--- src/rtl/pfa_pkg.sv ---
`timescale 1ns / 1ps
// Package for the partition fit allocator: sizes, codes and the structs
// shared by the slot cell chain and the top level. No dependencies.
package pfa_pkg;

    localparam int MAX_SLOTS = 32;
    localparam int SIZE_BITS = 16;

    // Width that can hold a slot count up to MAX_SLOTS
    localparam int CNT_W = $clog2(MAX_SLOTS + 1);
    // Slot id width: covers the 5-bit load index, the 6-bit count and CNT_W
    localparam int ID_W  = (CNT_W > 6) ? CNT_W : 6;
    // Compare width for sizes against 16-bit requests
    localparam int CMP_W = (SIZE_BITS > 16) ? SIZE_BITS : 16;

    // Item kinds
    localparam logic FUNC_LOAD  = 1'b0;
    localparam logic FUNC_ALLOC = 1'b1;

    // Placement policies; the unused code behaves as first fit
    localparam logic [1:0] FIT_FIRST = 2'd0;
    localparam logic [1:0] FIT_BEST  = 2'd1;
    localparam logic [1:0] FIT_WORST = 2'd2;

    // Result status
    localparam logic [1:0] ST_GRANTED = 2'd0;
    localparam logic [1:0] ST_NO_FIT  = 2'd1;
    localparam logic [1:0] ST_REFUSED = 2'd2;

    // Configuration register indexes
    localparam logic CFG_FIT_MODE   = 1'b0;
    localparam logic CFG_PART_COUNT = 1'b1;

    typedef struct packed {
        logic        func;
        logic [4:0]  slot_index;
        logic [15:0] amount_kb;
        logic [7:0]  requester_id;
    } alloc_in_t;

    typedef struct packed {
        logic [1:0]  status;
        logic [4:0]  chosen_slot;
        logic [7:0]  owner_id;
        logic [15:0] leftover_kb;
    } alloc_out_t;

    // Search token handed from cell to cell
    typedef struct packed {
        logic                 active;
        logic                 found;
        logic [ID_W-1:0]      best_idx;
        logic [SIZE_BITS-1:0] best_size;
    } srch_tok_t;

    // Search parameters, held steady for the whole pass
    typedef struct packed {
        logic [15:0]     need;
        logic [1:0]      mode;
        logic [ID_W-1:0] limit;
    } srch_ctl_t;

    // Slot update broadcast: load a size or mark a slot taken
    typedef struct packed {
        logic                 load_en;
        logic                 grant_en;
        logic [ID_W-1:0]      idx;
        logic [SIZE_BITS-1:0] size;
    } slot_cmd_t;

endpackage

--- src/rtl/partition_fit_allocator_unit.sv ---
`timescale 1ns / 1ps
// Top level of the fixed-partition allocator: handshakes, config registers,
// control sequencer and the chain of pfa_cell slots. Depends on pfa_pkg.
//
// Load items (func 0) write their slot at acceptance and give no result. An
// allocate item sends a search token down the chain of MAX_SLOTS slot cells,
// one cell per cycle; the outcome at the chain's end is registered as the
// pending result, ST_FIN writes it into the result register, and then the
// next item can be taken. A request refused after an earlier failure skips
// the search and goes from ST_FIN straight into the result register.
// One item is worked on at a time; a result may wait in the output register
// while the next item is taken in, but a finished request holds the input
// stalled until the output register is free. fit_mode and partition_count
// may only be written while the block is idle.
module partition_fit_allocator_unit
(
    input  logic                clk,
    input  logic                rst_n,
    input  logic                in_valid,
    output logic                in_stall,
    input  pfa_pkg::alloc_in_t  in_item,
    output logic                out_valid,
    input  logic                out_stall,
    output pfa_pkg::alloc_out_t out_item,
    input  logic                cfg_we,
    input  logic                cfg_index,
    input  logic [5:0]          cfg_data
);

    typedef enum logic [2:0]
    {
        ST_IDLE   = 3'b001,
        ST_SEARCH = 3'b010,
        ST_FIN    = 3'b100
    } state_t;

    state_t                     state_reg, state_next;
    logic [1:0]                 mode_reg;
    logic [5:0]                 count_reg;
    logic                       halted_reg, halted_next;
    logic                       out_valid_reg, out_valid_next;
    pfa_pkg::alloc_out_t        out_item_reg, out_item_next;
    logic [15:0]                need_reg, need_next;
    logic [7:0]                 id_reg, id_next;
    logic [1:0]                 pend_status_reg, pend_status_next;
    logic [pfa_pkg::ID_W-1:0]   pend_idx_reg, pend_idx_next;
    logic [15:0]                pend_left_reg, pend_left_next;

    logic                       accept;
    logic                       search_start;
    logic [pfa_pkg::ID_W-1:0]   count_ext;
    logic [pfa_pkg::CMP_W-1:0]  left_full;
    pfa_pkg::srch_ctl_t         ctl;
    pfa_pkg::slot_cmd_t         cmd;
    pfa_pkg::srch_tok_t         tok [pfa_pkg::MAX_SLOTS+1];

    assign accept    = in_valid && !in_stall;
    assign in_stall  = (state_reg != ST_IDLE);
    assign out_valid = out_valid_reg;
    assign out_item  = out_item_reg;

    // count above the slot total is clamped
    assign count_ext = pfa_pkg::ID_W'(count_reg);
    assign ctl.limit = (count_ext > pfa_pkg::ID_W'(pfa_pkg::MAX_SLOTS)) ?
                       pfa_pkg::ID_W'(pfa_pkg::MAX_SLOTS) : count_ext;
    // the first cell compares in the accepting cycle, before need_reg is loaded
    assign ctl.need  = (state_reg == ST_IDLE) ? in_item.amount_kb : need_reg;
    assign ctl.mode  = mode_reg;

    assign tok[0] = '{active: search_start, found: 1'b0, best_idx: '0, best_size: '0};

    assign left_full = pfa_pkg::CMP_W'(tok[pfa_pkg::MAX_SLOTS].best_size) -
                       pfa_pkg::CMP_W'(need_reg);

    always_comb
    begin
        state_next       = state_reg;
        halted_next      = halted_reg;
        out_valid_next   = out_valid_reg;
        out_item_next    = out_item_reg;
        need_next        = need_reg;
        id_next          = id_reg;
        pend_status_next = pend_status_reg;
        pend_idx_next    = pend_idx_reg;
        pend_left_next   = pend_left_reg;

        search_start = 1'b0;

        cmd.load_en  = 1'b0;
        cmd.grant_en = 1'b0;
        cmd.idx      = pfa_pkg::ID_W'(in_item.slot_index);
        cmd.size     = pfa_pkg::SIZE_BITS'(in_item.amount_kb);

        if (out_valid_reg && !out_stall)
        begin
            out_valid_next = 1'b0;
        end

        unique case (state_reg)
            ST_IDLE:
            begin
                if (accept)
                begin
                    need_next = in_item.amount_kb;
                    id_next   = in_item.requester_id;
                    if (in_item.func == pfa_pkg::FUNC_LOAD)
                    begin
                        cmd.load_en = 1'b1;
                        halted_next = 1'b0;
                    end
                    else if (halted_reg)
                    begin
                        pend_status_next = pfa_pkg::ST_REFUSED;
                        pend_idx_next    = '0;
                        pend_left_next   = '0;
                        state_next       = ST_FIN;
                    end
                    else
                    begin
                        search_start = 1'b1;
                        state_next   = ST_SEARCH;
                    end
                end
            end
            ST_SEARCH:
            begin
                if (tok[pfa_pkg::MAX_SLOTS].active)
                begin
                    if (tok[pfa_pkg::MAX_SLOTS].found)
                    begin
                        pend_status_next = pfa_pkg::ST_GRANTED;
                        pend_idx_next    = tok[pfa_pkg::MAX_SLOTS].best_idx;
                        pend_left_next   = left_full[15:0];
                    end
                    else
                    begin
                        pend_status_next = pfa_pkg::ST_NO_FIT;
                        pend_idx_next    = '0;
                        pend_left_next   = '0;
                    end
                    state_next = ST_FIN;
                end
            end
            ST_FIN:
            begin
                if (!out_valid_reg || !out_stall)
                begin
                    out_valid_next            = 1'b1;
                    out_item_next.status      = pend_status_reg;
                    out_item_next.chosen_slot = 5'(pend_idx_reg);
                    out_item_next.owner_id    = id_reg;
                    out_item_next.leftover_kb = pend_left_reg;
                    if (pend_status_reg == pfa_pkg::ST_NO_FIT)
                    begin
                        halted_next = 1'b1;
                    end
                    if (pend_status_reg == pfa_pkg::ST_GRANTED)
                    begin
                        cmd.grant_en = 1'b1;
                        cmd.idx      = pend_idx_reg;
                    end
                    state_next = ST_IDLE;
                end
            end
            default:
            begin
                state_next = ST_IDLE;
            end
        endcase
    end

    genvar g;
    generate
        for (g = 0; g < pfa_pkg::MAX_SLOTS; g++)
        begin : g_cell
            pfa_cell u_cell
            (
                .clk     (clk),
                .rst_n   (rst_n),
                .cell_id (pfa_pkg::ID_W'(g)),
                .ctl     (ctl),
                .cmd     (cmd),
                .tok_in  (tok[g]),
                .tok_out (tok[g+1])
            );
        end
    endgenerate

    always_ff @(posedge clk or negedge rst_n)
    begin
        if (!rst_n)
        begin
            state_reg     <= ST_IDLE;
            mode_reg      <= pfa_pkg::FIT_FIRST;
            count_reg     <= '0;
            halted_reg    <= 1'b0;
            out_valid_reg <= 1'b0;
        end
        else
        begin
            state_reg     <= state_next;
            halted_reg    <= halted_next;
            out_valid_reg <= out_valid_next;
            if (cfg_we)
            begin
                unique case (cfg_index)
                    pfa_pkg::CFG_FIT_MODE:   mode_reg  <= cfg_data[1:0];
                    pfa_pkg::CFG_PART_COUNT: count_reg <= cfg_data;
                    default:                 count_reg <= count_reg;
                endcase
            end
        end
    end

    always_ff @(posedge clk)
    begin
        out_item_reg    <= out_item_next;
        need_reg        <= need_next;
        id_reg          <= id_next;
        pend_status_reg <= pend_status_next;
        pend_idx_reg    <= pend_idx_next;
        pend_left_reg   <= pend_left_next;
    end

endmodule

--- src/rtl/pfa_cell.sv ---
`timescale 1ns / 1ps
// One partition slot of the allocator chain: holds size and busy flag,
// compares against the passing search token and registers it onward.
// Depends on pfa_pkg.
module pfa_cell
(
    input  logic                     clk,
    input  logic                     rst_n,
    input  logic [pfa_pkg::ID_W-1:0] cell_id,
    input  pfa_pkg::srch_ctl_t       ctl,
    input  pfa_pkg::slot_cmd_t       cmd,
    input  pfa_pkg::srch_tok_t       tok_in,
    output pfa_pkg::srch_tok_t       tok_out
);

    logic [pfa_pkg::SIZE_BITS-1:0] size_reg;
    logic                          busy_reg;
    logic                          busy_next;
    logic                          active_reg;
    logic                          found_reg;
    logic [pfa_pkg::ID_W-1:0]      best_idx_reg;
    logic [pfa_pkg::SIZE_BITS-1:0] best_size_reg;
    pfa_pkg::srch_tok_t            tok_next;
    logic                          eligible;
    logic                          better;

    always_comb
    begin
        eligible = tok_in.active && (cell_id < ctl.limit) && !busy_reg &&
                   (pfa_pkg::CMP_W'(size_reg) >= pfa_pkg::CMP_W'(ctl.need));
        // ties keep the earlier (lower) slot
        better = !tok_in.found ||
                 ((ctl.mode == pfa_pkg::FIT_BEST)  && (size_reg < tok_in.best_size)) ||
                 ((ctl.mode == pfa_pkg::FIT_WORST) && (size_reg > tok_in.best_size));
        tok_next = tok_in;
        if (eligible && better)
        begin
            tok_next.found     = 1'b1;
            tok_next.best_idx  = cell_id;
            tok_next.best_size = size_reg;
        end
    end

    always_comb
    begin
        busy_next = busy_reg;
        if (cmd.load_en && (cmd.idx == cell_id))
        begin
            busy_next = 1'b0;
        end
        else if (cmd.grant_en && (cmd.idx == cell_id))
        begin
            busy_next = 1'b1;
        end
    end

    always_ff @(posedge clk or negedge rst_n)
    begin
        if (!rst_n)
        begin
            busy_reg   <= 1'b0;
            active_reg <= 1'b0;
        end
        else
        begin
            busy_reg   <= busy_next;
            active_reg <= tok_next.active;
        end
    end

    always_ff @(posedge clk)
    begin
        found_reg     <= tok_next.found;
        best_idx_reg  <= tok_next.best_idx;
        best_size_reg <= tok_next.best_size;
        if (cmd.load_en && (cmd.idx == cell_id))
        begin
            size_reg <= cmd.size;
        end
    end

    assign tok_out = '{active: active_reg, found: found_reg,
                       best_idx: best_idx_reg, best_size: best_size_reg};

endmodule

--- config.mk ---
export PLATFORM = sky130hd
export DESIGN_NAME = partition_fit_allocator_unit
export DESIGN_NICKNAME = d
export VERILOG_FILES = /design/src/rtl/pfa_pkg.sv /design/src/rtl/partition_fit_allocator_unit.sv /design/src/rtl/pfa_cell.sv
export SDC_FILE = /design/constraint.sdc
export NUM_CORES = 2
export LEC_CHECK = 0
export BUFFER_PORTS_ARGS = -buffer_cell sky130_fd_sc_hd__buf_2
export CAP_MARGIN = 10
export CORE_ASPECT_RATIO = 1.1
export CORE_MARGIN = 5
export CORE_UTILIZATION = 40
export CTS_CLUSTER_SIZE = 24
export DETAILED_ROUTE_END_ITERATION = 7
export MAX_ROUTING_LAYER = met4
export PLACE_DENSITY = 0.58
export REMOVE_ABC_BUFFERS = 1
export SYNTH_ARGS = -nofsm -noshare
export SYNTH_HDL_FRONTEND = slang
export SYNTH_SLANG_ARGS = --single-unit
--- constraint.sdc ---
create_clock -name clk -period 4.6 [get_ports clk]
set_input_delay 0 -clock clk [delete_from_list [all_inputs] [get_ports clk]]
set_output_delay 0 -clock clk [all_outputs]
set_load 0.01 [all_outputs]
==> results by group <==
Status
  • Run status: completed

Synth
  • Main synth FF type: dfxtp_1
  • Top-count cell post-synth: ha_1
  • #FFs+latches synth: 1340
  • Mapped Avg Cell Area: between 10 and 15 sq um
  • Synth Warn #: 0
  • Largest cells by area after synthesis: edfxtp_1 27%, dfxtp_1 20%, ha_1 19%
  • Synth async-reset ratio: 0.05746
  • Post-synth top area share: 0.2668
  • Yosys top cell by area: edfxtp_1
  • Syn Inst Count: approximately 5700
  • Netlist cell types: 82
  • Sequential share of the synthesized area: 0.4987
  • Area of the mapped netlist: ~66000 sq um
  • Most frequent cells after synthesis: 991 x ha_1, 673 x dfxtp_1, 600 x inv_1, 590 x edfxtp_1, 460 x mux2_2
  • EDFF count, synth: 590

Timing
  • Fmax: roughly 220 MHz
  • Tightest Pin Transition: between 1 and 1.5 ns
  • Final setup viols: 0
  • Final WS setup: between 0.15 and 0.2 ns
  • Final min period: 4.449 ns
  • Period utilisation layout: 0.9672
  • Layout Skew: around 0.023 ns
  • Final hold vios: 0
  • Setup TNS: 0 ns
  • Fin Hold WS: 0.06971 ns
  • Slew headroom: 0.2455
  • Max-slew violations: 0

Clock network
  • Worst-skew pair later-pin latency: 0.79 ns
  • CTS root buffer: clkbuf_16
  • Longest Clk Path Bufs: 3
  • TritonCTS Buffers: about 150
  • Clk pin slew, worst setup/hold paths: 0.06 ns
  • Clock sink count: roughly 1300
  • CTS H-tree lvls: 4
  • CTS tree: yes

Power and ir drop
  • Sw frac: 0.3415
  • VDD IR-drop max: around 0.00041 V
  • Clock power share: 0.278
  • Total net switching power: 14.96 mW
  • Power Total: 43.82 mW
  • Internal power: roughly 29 mW
  • Logic gate share of total power: 0.338
  • Leakage Power: approximately 32 nW
  • Seq pwr share: 0.384
  • Pwr Density: 573.3 nW/um^2

Critical path
  • R2R setup slack: 0.15 ns
  • CP Data Required Time: between 5 and 6 ns
  • CP endpoint kind: flop
  • CP max-delay cell: dfstp_2
  • CP Cell Sequence: nor3b_4 -> buf_12 -> buf_4 -> mux2i_4 -> buf_12 -> buf_4 -> ha_1 -> nand2_1 -> o21ai_0 -> buf_4 -> o21ai_0 -> a221oi_1 -> o21ai_0 -> nor3b_2 -> buf_4 -> mux2_2
  • Largest stage delay, worst path: 0.57 ns
  • Startpoint class of the critical path: flop
  • Critical path arrival: 5.11 ns
  • Crit Path Category: reg2reg
  • Crit-path most repeated cell: buf_4
  • Worst Path Max Fanout: 24

Drt
  • Routed Antenna Nets: 0
  • Post-route DRC: 0
  • Final WL: 200800 um
  • Post-DR wirelength/cell: around 24 um
  • Via-to-Cell Ratio: roughly 5.4
  • 1st-iter DRT viols: about 3300
  • DR vias: between 40000 and 50000
  • First drt pass iteration count: 5

Placement
  • Port Buf Inserts: between 70 and 80
  • Place WS: 0.1196 ns
  • Hpwl dp: approximately 150000 um
  • Final Wtd Congestion: between 0.9 and 1

Hold path
  • Worst hold path class: in2async

Die
  • Starting Density: 0.4031
  • Area of the core: about 160000 sq um
  • Num ports: 75
  • Die height: between 400 and 500 um
  • Die ar.: around 170000 sq um
  • Die X-Extent: between 300 and 400 um
  • Num rows: between 150 and 200

Global route
  • Largest net degree at the start of global routing: 71
  • Global-route wire length before repair: 295100 um
  • Total Routing Usage GR: 0.2338
  • Vias in the first global route: around 45000
  • GRT overflow: 0
  • Antenna violations before repair: 17

Flow run
  • Max-cap violation count: 0

Layout
  • Number of fillers in the final layout: 15005
  • Synthesis-to-finish area growth: 15.08%
  • Layout cells sized above 1: 0.1732
  • Nets: about 7000
path summary, 6_finish.rpt:
| check | start | to | depth (start not counted) |
|---|---|---|---|
| worst min-delay path | rst_n | g_cell[19].u_cell.active_reg | 3 |
| min in group clk | in_item[9] | g_cell[2].u_cell.size_reg[1] | 2 |
| max in group asynchronous | rst_n | g_cell[22].u_cell.active_reg | 3 |
| worst max-delay path | state_reg[0] | g_cell[5].u_cell.best_size_reg[4] | 16 |
| worst max register to register | state_reg[0] | g_cell[5].u_cell.best_size_reg[4] | 16 |
| worst min register to register | g_cell[15].u_cell.active_reg | g_cell[16].u_cell.active_reg | 0 |
area by class of cell:
class	instances	area [sq um]	area share
Inverter	600	2252	0.02947
Timing Repair Buffer	302	2470	0.03232
Sequential cell	1340	33120	0.4333
Tap cell	2212	2768	0.03621
Clock buffer	208	4229	0.05533
Multi-Input combinational cell	3623	30830	0.4034
Clock inverter	70	753.2	0.009855
Antenna cell	3	7.507	0.00009823
power by group through the flow:
stage | registers, mW | logic [mW] | clock network (mW)
6_report | 16.8 | 14.8 | 12.2
5_1_grt | 17.1 | 16.5 | 12.9
4_1_cts | 16.9 | 14.8 | 12.4
3_5_place_dp | 17.1 | 14.6 | 0
2_1_floorplan | 16.1 | 9.64 | 0
3_3_place_gp | 17.1 | 14.2 | 0
cell usage in the layout, fill, tap and decap left out, types with 22 or more instances in the layout:
| cell type | netlist | routed |
|---|---|---|
| buf_2 | 61 | 73 |
| clkbuf_1 | 21 | 39 |
| mux2_2 | 460 | 460 |
| or2_2 | 68 | 68 |
| nand2b_1 | 101 | 99 |
| dlygate4sd3_1 | 0 | 54 |
| clkbuf_16 | 0 | 156 |
| dfxtp_1 | 673 | 673 |
| buf_4 | 8 | 155 |
| and3_1 | 36 | 36 |
| nor3_1 | 62 | 52 |
| a211oi_1 | 54 | 54 |
| nor2_1 | 191 | 188 |
| a221oi_1 | 34 | 34 |
| a21o_1 | 139 | 138 |
| a21oi_1 | 364 | 347 |
| nor2b_1 | 69 | 66 |
| nand2_1 | 214 | 213 |
| nand3_1 | 111 | 111 |
| dfrtp_1 | 76 | 76 |
| edfxtp_1 | 590 | 590 |
| o21a_1 | 53 | 53 |
| mux2i_1 | 31 | 29 |
| nand4_1 | 89 | 89 |
| ha_1 | 991 | 991 |
| o22ai_1 | 22 | 22 |
| and2_1 | 45 | 45 |
| o21ai_0 | 149 | 149 |
| a31oi_1 | 23 | 23 |
| inv_1 | 600 | 600 |
| o211ai_1 | 56 | 56 |
per-layer routing:
metal	vias up	share of wire	GRT usage
met4	0	0.034	0.07276
met2	1134	0.49	0.3921
li1	21423	-	-
met5	-	0	-
met1	22073	0.43	0.2956
met3	368	0.046	0.02969
kinds of logic after synthesis:
logic type / count (synthesis) / synth area share
muxes: 512 / 0.08680
AOI/OAI and AO/OA: 1028 / 0.09918
buffers and inverters: 696 / 0.04128
adders and majority gates: 1005 / 0.1890
and+or+nand+nor: 1071 / 0.08414
DFF: 1340 / 0.4987
xor gates and xnor gates: 7 / 0.0009232
critical path, delay by kind of cell, from the launching register on:
| family | cells | cell delay [ns] |
|---|---|---|
| AO/OA/AOI/OAI | 4 | 0.90 |
| adder cells (fa/ha/maj) | 1 | 0.19 |
| buffers and inverters | 6 | 1.45 |
| flip-flops | 1 | 0.57 |
| multiplexers | 2 | 0.67 |
| AND/OR/NAND/NOR | 3 | 0.54 |
through the flow:
step / area [sq um] / utilization / instances
global route: 76420 / 0.4639 / 8357
finish: 76430 / 0.4639 / 8358
floorplan: 65920 / - / 5563
CTS: 76370 / 0.4636 / 8351
global placement: 70850 / 0.4301 / 8019
detailed placement: 70850 / 0.4301 / 8019
timing repair:
action	in CTS	in global routing
hold buffers	54	0
buffers inserted	0	4
setup endpoints to repair	0	55
resized for setup	0	2
hold endpoints to repair	213	0
Power figures use the tool's default switching activity.
